===== config.mk =====
export PLATFORM = sky130hd
export DESIGN_NAME = pdi_frame_codec
export DESIGN_NICKNAME = d
export VERILOG_FILES = /design/src/rtl/core/pdi_pkg.sv /design/src/rtl/core/pdi_frame_codec.sv /design/src/rtl/core/pdi_rx.sv
export SDC_FILE = /design/constraint.sdc
export NUM_CORES = 1
export LEC_CHECK = 0
export ABC_AREA = 0
export ABC_CLOCK_PERIOD_IN_PS = 4560
export BUFFER_PORTS_ARGS = -buffer_cell sky130_fd_sc_hd__clkbuf_2
export CAP_MARGIN = 40
export CORE_AREA = 3 3 100 102
export CTS_CLUSTER_DIAMETER = 120
export DETAILED_ROUTE_END_ITERATION = 7
export DIE_AREA = 0 0 103 105
export PLACE_DENSITY = 0.52
export SLEW_MARGIN = 40
export SYNTH_ARGS = -nofsm -noshare
export SYNTH_HDL_FRONTEND = slang
export SYNTH_HIERARCHICAL = 1
export SYNTH_SLANG_ARGS = --single-unit

===== constraint.sdc =====
create_clock -name clock -period 4.56 [get_ports clock]
set_clock_uncertainty 0.2 [all_clocks]
set_input_delay 0.228 -clock clock [delete_from_list [all_inputs] [get_ports clock]]
set_output_delay 0.228 -clock clock [all_outputs]
set_load 0.05 [all_outputs]

===== src/rtl/core/pdi_pkg.sv =====
package pdi_pkg;

   localparam int FRAME_MAX  = 16;
   localparam int FRAME_BASE = 12;
   localparam int IDLE_BITS  = 4;
   localparam int LEFT_W     = $clog2(FRAME_MAX + 1);

   localparam logic ACTION_SEND   = 1'b0;
   localparam logic ACTION_SAMPLE = 1'b1;

   localparam logic KIND_TX = 1'b0;
   localparam logic KIND_RX = 1'b1;

   typedef struct packed {
      logic       action;
      logic [7:0] tx_byte;
      logic       idle_prefix;
      logic       line_bit;
   } pdi_req_type;

   typedef struct packed {
      logic       kind;
      logic       tx_bit;
      logic [7:0] rx_byte;
      logic       last;
   } pdi_rsp_type;

   // Byte completed by the receiver on the current sample.
   typedef struct packed {
      logic       valid;
      logic [7:0] data;
   } pdi_rx_evt_type;

endpackage


===== src/rtl/core/pdi_frame_codec.sv =====
// Send: 12 line bits, or 16 with the idle prefix, one per cycle unless rsp_ready stalls;
// first bit goes via the serializer, then the output register. Sample: one sample per
// accepted transaction; its byte result, if any, goes via the byte register, then the
// output register. A new transaction is taken in the cycle the last pending result
// moves to the output register, so the result channel sets throughput. Synchronous
// active-high reset empties serializer and output register; receiver hunts a start bit.
module pdi_frame_codec
   import pdi_pkg::*;
(
   input  logic        clock,
   input  logic        reset,
   input  logic        req_valid,
   output logic        req_ready,
   input  pdi_req_type req_payload,
   output logic        rsp_valid,
   input  logic        rsp_ready,
   output pdi_rsp_type rsp_payload
);

   logic                 advance;
   logic                 req_fire;
   logic                 sample_fire;
   pdi_rx_evt_type       rx_evt;
   logic                 parity;
   logic [FRAME_MAX-1:0] frame_bits;

   logic [LEFT_W-1:0]    left_ff, left_in;
   logic [FRAME_MAX-1:0] bits_ff, bits_in;
   logic                 kind_ff, kind_in;
   logic [7:0]           byte_ff, byte_in;
   logic                 out_valid_ff, out_valid_in;
   pdi_rsp_type          out_ff, out_in;

   assign advance     = !out_valid_ff || rsp_ready;
   assign req_ready   = (left_ff == '0) || (left_ff == LEFT_W'(1) && advance);
   assign req_fire    = req_valid && req_ready;
   assign sample_fire = req_fire && req_payload.action == ACTION_SAMPLE;

   pdi_rx u_rx (
      .clock        (clock),
      .reset        (reset),
      .sample_valid (sample_fire),
      .sample_bit   (req_payload.line_bit),
      .rx_evt       (rx_evt)
   );

   assign parity = ^req_payload.tx_byte;

   // Line bits in send order from bit zero: optional idle ones, start, data, parity, stops.
   always_comb begin
      if (req_payload.idle_prefix) begin
         frame_bits = {2'b11, parity, req_payload.tx_byte, 1'b0, {IDLE_BITS{1'b1}}};
      end else begin
         frame_bits = {{IDLE_BITS{1'b1}}, 2'b11, parity, req_payload.tx_byte, 1'b0};
      end
   end

   always_comb begin
      left_in      = left_ff;
      bits_in      = bits_ff;
      kind_in      = kind_ff;
      byte_in      = byte_ff;
      out_valid_in = out_valid_ff;
      out_in       = out_ff;

      if (advance) begin
         out_valid_in = (left_ff != '0);
         out_in.kind    = kind_ff;
         out_in.tx_bit  = (kind_ff == KIND_RX) ? 1'b1 : bits_ff[0];
         out_in.rx_byte = (kind_ff == KIND_RX) ? byte_ff : 8'd0;
         out_in.last    = (left_ff == LEFT_W'(1));
         if (left_ff != '0) begin
            left_in = left_ff - LEFT_W'(1);
            bits_in = {1'b1, bits_ff[FRAME_MAX-1:1]};
         end
      end

      if (req_fire) begin
         if (req_payload.action == ACTION_SEND) begin
            kind_in = KIND_TX;
            bits_in = frame_bits;
            byte_in = '0;
            left_in = req_payload.idle_prefix ? LEFT_W'(FRAME_MAX) : LEFT_W'(FRAME_BASE);
         end else begin
            kind_in = KIND_RX;
            byte_in = rx_evt.data;
            left_in = rx_evt.valid ? LEFT_W'(1) : '0;
         end
      end
   end

   always_ff @(posedge clock) begin
      if (reset) begin
         left_ff      <= '0;
         out_valid_ff <= 1'b0;
      end else begin
         left_ff      <= left_in;
         out_valid_ff <= out_valid_in;
      end
   end

   always_ff @(posedge clock) begin
      bits_ff <= bits_in;
      kind_ff <= kind_in;
      byte_ff <= byte_in;
      out_ff  <= out_in;
   end

   assign rsp_valid   = out_valid_ff;
   assign rsp_payload = out_ff;

   a_ready_drained: assert property (@(posedge clock) disable iff (reset)
      req_ready |-> left_ff <= LEFT_W'(1))
      else $error("new transaction taken while a frame is still pending");

   a_send_load: assert property (@(posedge clock) disable iff (reset)
      req_fire && req_payload.action == ACTION_SEND
      |=> left_ff == LEFT_W'(FRAME_BASE) || left_ff == LEFT_W'(FRAME_MAX))
      else $error("send transaction loaded a wrong frame length");

   a_rx_last: assert property (@(posedge clock) disable iff (reset)
      rsp_valid && rsp_payload.kind == KIND_RX |-> rsp_payload.last && rsp_payload.tx_bit)
      else $error("received byte result not marked last at idle level");

   a_left_range: assert property (@(posedge clock) disable iff (reset)
      left_ff <= LEFT_W'(FRAME_MAX))
      else $error("serializer count out of range");

endmodule


===== src/rtl/core/pdi_rx.sv =====
module pdi_rx
   import pdi_pkg::*;
(
   input  logic           clock,
   input  logic           reset,
   input  logic           sample_valid,
   input  logic           sample_bit,
   output pdi_rx_evt_type rx_evt
);

   localparam logic [1:0] PH_HUNT  = 2'd0;
   localparam logic [1:0] PH_DATA  = 2'd1;
   localparam logic [1:0] PH_SKIP  = 2'd2;
   localparam logic [1:0] PH_SPARE = 2'd3;

   localparam logic [3:0] DATA_BITS = 4'd8;
   localparam logic [3:0] SKIP_BITS = 4'd3;

   logic [1:0] phase_ff, phase_in;
   logic [3:0] count_ff, count_in;
   logic [7:0] shift_ff, shift_in;
   logic [3:0] count_inc;

   assign count_inc = count_ff + 4'd1;

   always_comb begin
      phase_in    = phase_ff;
      count_in    = count_ff;
      shift_in    = shift_ff;
      rx_evt      = '0;
      rx_evt.data = shift_ff;
      if (sample_valid) begin
         case (phase_ff)
            PH_DATA: begin
               shift_in = {sample_bit, shift_ff[7:1]};
               count_in = count_inc;
               if (count_inc >= DATA_BITS) begin
                  rx_evt.valid = 1'b1;
                  rx_evt.data  = shift_in;
                  phase_in     = PH_SKIP;
                  count_in     = '0;
               end
            end
            PH_SKIP: begin
               count_in = count_inc;
               if (count_inc >= SKIP_BITS) begin
                  phase_in = PH_HUNT;
                  count_in = '0;
               end
            end
            default: begin
               // The unused phase code behaves as hunting.
               phase_in = PH_HUNT;
               if (!sample_bit) begin
                  phase_in = PH_DATA;
                  count_in = '0;
                  shift_in = '0;
               end
            end
         endcase
      end
   end

   always_ff @(posedge clock) begin
      if (reset) begin
         phase_ff <= PH_HUNT;
         count_ff <= '0;
         shift_ff <= '0;
      end else begin
         phase_ff <= phase_in;
         count_ff <= count_in;
         shift_ff <= shift_in;
      end
   end

   a_spare_phase: assert property (@(posedge clock) disable iff (reset)
      phase_ff != PH_SPARE || count_ff == '0)
      else $error("receiver left in unused phase with a bit count");

   a_data_count: assert property (@(posedge clock) disable iff (reset)
      phase_ff == PH_DATA |-> count_ff < DATA_BITS)
      else $error("data bit count out of range");

   a_skip_count: assert property (@(posedge clock) disable iff (reset)
      phase_ff == PH_SKIP |-> count_ff < SKIP_BITS)
      else $error("skip bit count out of range");

   a_evt_phase: assert property (@(posedge clock) disable iff (reset)
      rx_evt.valid |=> phase_ff == PH_SKIP && count_ff == '0)
      else $error("byte event did not move receiver to skip");

endmodule

==> results of run 1 <==
-- path summary, 6_finish.rpt --
path | to | slack (ns) | depth (start not counted)
min | bits_ff[4] | 0.009 | 3
max reg2reg | byte_ff[5] | 1.38 | 7
min reg2reg | bits_ff[15] | 0.27 | 2
max | byte_ff[5] | 1.38 | 7
-- routing by layer --
layer,global-route usage (%),share of wire (%),vias to the layer above
met5,0,0,-
li1,-,-,932
met1,12.9,50,865
met3,1.87,3.1,5
met2,13.7,45,33
met4,2.78,1.5,0
-- cells by family (layout without fill, tap and decap cells) --
logic type,Yosys count,count (layout),share of synthesized area [%]
adders and majority gates,6,6,2.74
and+or+nand+nor,84,84,18.6
AOI/OAI and AO/OA,32,32,8.63
xor gates and xnor gates,9,9,3.15
muxes,40,40,15.0
DFF,56,56,48.2
buffers and inverters,19,43,3.70
-- sequential cells by signal, indices dropped and copies added, names as in the netlist --
name           flops
bits_ff           16
rsp_payload       11
byte_ff            8
u_rx/shift_ff      8
left_ff            5
u_rx/count_ff      4
u_rx/phase_ff      2
kind_ff            1
rsp_valid          1
-- layout make-up --
class	count	area share [%]
clock buffer	5	2.26
clock inverter	3	0.740
inverter	8	0.986
multi-input combinational	171	43.6
sequential	56	43.4
tap	111	4.56
timing repair buffer	27	4.44
-- power breakdown --
part / switching [mW] / leakage [nW] / internal, mW / total (mW)
logic: 0.429 / 0.729 / 0.255 / 0.684
registers: 0.0755 / 0.502 / 0.672 / 0.748
clock network: 0.165 / 0.0485 / 0.110 / 0.275
-- worst reg2reg max path: cells and delay by family, from the launching register on --
family | cells | cell delay, ns
flip-flops | 1 | 0.43
multiplexers | 1 | 0.38
AND/OR/NAND/NOR | 6 | 1.95
-- through the flow --
step	area [µm²]	utilization (%)	worst slack [ns]
2_1_floorplan	2740	-	1.75
3_3_place_gp	2950	32.0	1.67
3_5_place_dp	2950	32.1	1.43
4_1_cts	3050	33.1	1.41
5_1_grt	3050	33.1	1.06
6_report	3050	33.1	1.38
-- cell usage after synthesis (all sizes together) (2+ instances only) --
cell type,count,area (µm²)
a211o,2,20.0
a21oi,5,25.0
a22oi,8,60.1
a31oi,3,18.8
a32o,2,20.0
and2,18,113
and3,2,12.5
buf,8,60.1
clkbuf,3,11.3
dfxtp,36,721
edfxtp,20,601
ha,6,75.1
inv,8,30.0
mux2,8,90.1
mux2i,32,320
nand2,10,37.5
nand2b,3,18.8
nand3,3,25.0
nand3b,3,22.5
nand4,3,18.8
nor2,21,78.8
nor2b,4,25.0
nor3,3,15.0
nor3b,2,15.0
nor4,4,25.0
nor4b,2,47.6
o21ai,3,18.8
xnor2,9,86.3
==> results.cfg, run 1 <==
[cts]
numCtsBuffers = 5
cts_tree = built
worstSkewPairLatency_ns = 0.31
cts.sinks = 56
post_cts_buffers = 0
htreeDepth = 2
clk_path_buf_depth = 2
clk_pin_slew_ns = 0.10
cts_root_buffer = clkbuf_8
cts.repair.resized = 0
holdBufCountCts = 0

[yosys]
synth_warnings = 6
synth_cell_type_count = 49
syn_avg_cell_area_um2 = 11.1
netlist_area_mm2 = 0.00274
dominantRegCellSynth = dfxtp_1
synth_seq_cells = 56
synth_edf_count = 20
syn_nets = 267
ys_seq_area_share_pct = 48.2
synthCells = 246
async_reset_ff_share_pct = 0

[place]
dp_hpwl_um = 3470
io_buffer_count = 27
gp_congestion = 0.767
dp.cells = 373

[timing]
rsz0062_at_grt = no
hold_slack_ns = 0.00932
slew-limit-headroom_pct = 50.9
hold_violations = 0
tightest_slew_ns = 0.734
maxSlewViolCount = 0
fmax_ghz = 0.314
period_needed_ns = 3.18
tns_ns = 0
setup_viol = 0
finalCritPeriodShare_pct = 69.8

[floorplanning]
die_x_um = 103
rows = 35
fp.dieH_um = 105
coreArea_mm2 = 0.00920
die-area_mm2 = 0.0108
start_util_pct = 29.8
io_pins = 28

[worst_setup_path]
critical_path_arrival_ns = 3.06
slowest_delay_ns = 0.54
setup.worst_path.start = left_ff[2]
path_cells = nor3_1 -> nand2_1 -> nor3_1 -> nand2_1 -> and2b_1 -> mux2_2 -> and2_1
critPathLaunchType = register
critical_path_peak_fanout = 10
end_kind = register
cp_top_family = simple AND/OR/NAND/NOR gates
worstSetupPathType = reg -> reg
critPathBufInv = 0
rr_startpoint = left_ff[2]
crit_required_ns = 4.43
critPathSlowestCell = nor3_1

[cells_and_area]
area_growth_pct = 11.1
diodes = 0
layout.nets = 290
finalNonFillerCells = 381
fillCellCount = 930
drive_above_1_share_pct = 21.1
final_common_cell = dfxtp_1
final_cell_mix = 36 x dfxtp_1, 32 x mux2i_1, 27 x clkbuf_2, 21 x nor2_1, 20 x edfxtp_1
regArea_mm2 = 0.00132
multi_input_area_mm2 = 0.00133

[min_path]
hold_path_class = in -> reg
hp-start = req_payload[5]

[global_routing]
grt_max_degree = 23
overflow = 0
grt_pass1_wl_um = 8050
grt.total_usage_pct = 9.09
antenna_found_initial = 0
grt_pass1_vias = 1688

[power_and_ir_drop]
p_leak_nw = 1.28
power_density_mw_per_mm2 = 561
vdd_drop_max_uv = 184
total_power_mw = 1.71

[routing]
routed-via-count = 1835
wire_per_inst_um = 12.7
via_per_inst = 4.82
first_iter_violations = 85
drt-total-wl_um = 4830
drt_pass1_iterations = 4
antenna_left = 0
drc = 0

[run_status]
status = finished clean

[job]
cap_violations = 0
No activity file was read; power rests on OpenSTA's default activity.
==> run 2, diff against run 1 <==
ABC_CLOCK_PERIOD_IN_PS = 2900   (was 4560)
PLACE_DENSITY = 0.53   (was 0.52)
clock period = 2.9 ns   (was 4.56 ns; I/O delays follow)
==> results.cfg, run 2 (same netlist as run 1, synthesis figures left out) <==
[cts]
htreeDepth = 2
cts.sinks = 56
clk_pin_slew_ns = 0.11
cts_root_buffer = clkbuf_8
clk_path_buf_depth = 2
cts.repair.resized = 0
worstSkewPairLatency_ns = 0.31
numCtsBuffers = 5
cts_tree = built

[place]
io_buffer_count = 27
dp_hpwl_um = 3460
gp_congestion = 0.809
dp_slack_ns = 0.310

[routing]
wire_per_inst_um = 12.3
via_per_inst = 4.70
drt_pass1_iterations = 4
antenna_left = 0
drt-total-wl_um = 4860
routed-via-count = 1862
drc = 0
first_iter_violations = 141

[power_and_ir_drop]
power_density_mw_per_mm2 = 856
power_frac_comb_pct = 40.6
netSwitchingFraction_pct = 38.7
p_leak_nw = 1.33
p_sw_mw = 1.05
intPower_mw = 1.67
seqPwrFrac_pct = 43.0
clkPwrFrac_pct = 16.4
vdd_drop_max_uv = 295

[worst_setup_path]
slowest_delay_ns = 0.43
crit_required_ns = 2.78
end_kind = register
path_cells = inv_1 -> ha_1 -> a21oi_1 -> nor3_1 -> nand2_1 -> and2b_1 -> mux2_2 -> and2_1
critical_path_arrival_ns = 2.51
critPathSlowestCell = and2b_1
critPathLaunchType = register
critical_path_peak_fanout = 10
worstSetupPathType = reg -> reg

[job]
cap_violations = 0

[timing]
finalCritPeriodShare_pct = 90.5
period_needed_ns = 2.63
maxSlewViolCount = 0
tns_ns = 0
hold_violations = 0
rsz0062_at_grt = no
fin_ws_ns = 0.274
fmax_ghz = 0.381
slew-limit-headroom_pct = 53.5
setup_viol = 0
tightest_slew_ns = 0.694

[cells_and_area]
regMostFlops = bits_ff
regArea_mm2 = 0.00132
area_growth_pct = 16.0
diodes = 0
final_cell_mix = 36 x dfxtp_1, 32 x mux2i_1, 27 x clkbuf_2, 21 x nor2_1, 20 x edfxtp_1
multi_input_area_mm2 = 0.00132
layout.nets = 305
final_common_cell = dfxtp_1
fillCellCount = 912
largest_reg_flops = 16
drive_above_1_share_pct = 21.8

[min_path]
hold_path_class = in -> reg

[floorplanning]
fp.dieH_um = 105
io_pins = 28
start_util_pct = 29.8
die-area_mm2 = 0.0108
die_x_um = 103
coreArea_mm2 = 0.00920
rows = 35

[global_routing]
antenna_found_initial = 0
grt_pass1_vias = 1878
grt_max_degree = 23
grt_pass1_wl_um = 8570
overflow = 0
grt.total_usage_pct = 9.60

[run_status]
status = finished clean
-- run 2: cell count changes in the layout (fill, tap and decap cells not counted), sizes merged --
cell / before / now
buf: 0 / 5
clkinv: 2 / 0
clkinvlp: 0 / 1
dlygate4sd3: 0 / 10
inv: 9 / 10
-- run 2: repair_timing --
| item | 4_1_cts | 5_1_grt |
|---|---|---|
| endpoints found under the hold margin | 13 | 0 |
| hold buffers | 10 | 0 |
| setup buffers | 0 | 0 |
-- run 2: path summary, 6_finish.rpt --
path / from / to / slack [ns] / cells past startpoint
max: left_ff[0] / byte_ff[0] / 0.27 / 8
min reg2reg: bits_ff[15] / bits_ff[15] / 0.26 / 2
min: req_payload[1] / left_ff[4] / 0.12 / 3
max reg2reg: left_ff[0] / byte_ff[0] / 0.27 / 8
-- run 2: per-stage QoR --
stage / util, % / area (µm²) / power [mW] / instances / hold WS (ns)
floorplan: - / 2740 / 2.07 / 246 / 0.0439
global route: 34.6 / 3180 / 2.92 / 396 / 0.126
CTS: 34.6 / 3180 / 2.77 / 396 / 0.103
detailed placement: 32.4 / 2980 / 2.30 / 378 / 0.241
global placement: 32.4 / 2980 / 2.29 / 378 / 0.231
finish: 34.6 / 3180 / 2.72 / 396 / 0.116
-- run 2: power by group through the flow --
stage          Combinational [mW]  Sequential, mW  Clock [mW]
2_1_floorplan               0.712            1.36           0
3_3_place_gp                 1.10            1.19           0
3_5_place_dp                 1.11            1.19           0
4_1_cts                      1.12            1.17       0.474
5_1_grt                      1.22            1.20       0.499
6_report                     1.11            1.17       0.446
-- run 2: worst max-delay path, delay by kind of cell (launching register included) --
| family | cells | cell delay (ns) |
|---|---|---|
| buffers and inverters | 1 | 0.07 |
| and+or+nand+nor | 4 | 0.96 |
| DFF | 1 | 0.37 |
| adders and majority gates | 1 | 0.27 |
| muxes | 1 | 0.38 |
| AOI/OAI and AO/OA | 1 | 0.14 |
-- run 2: cell type report --
cell class / count / area share [%]
Tap cell: 111 / 4.37
Timing Repair Buffer: 42 / 8.58
Clock inverter: 3 / 0.787
Multi-Input combinational cell: 171 / 41.6
Clock buffer: 5 / 2.17
Inverter: 8 / 0.945
Sequential cell: 56 / 41.6
-- run 2: layer usage --
layer	GRT usage [%]	up-vias	routed length [µm]	part of all wire (%)
met1	12.8	864	2420	50
met5	0	-	0	0
met4	3.33	0	76	1.6
li1	-	963	-	-
met3	1.74	6	138	2.8
met2	15.4	29	2230	46
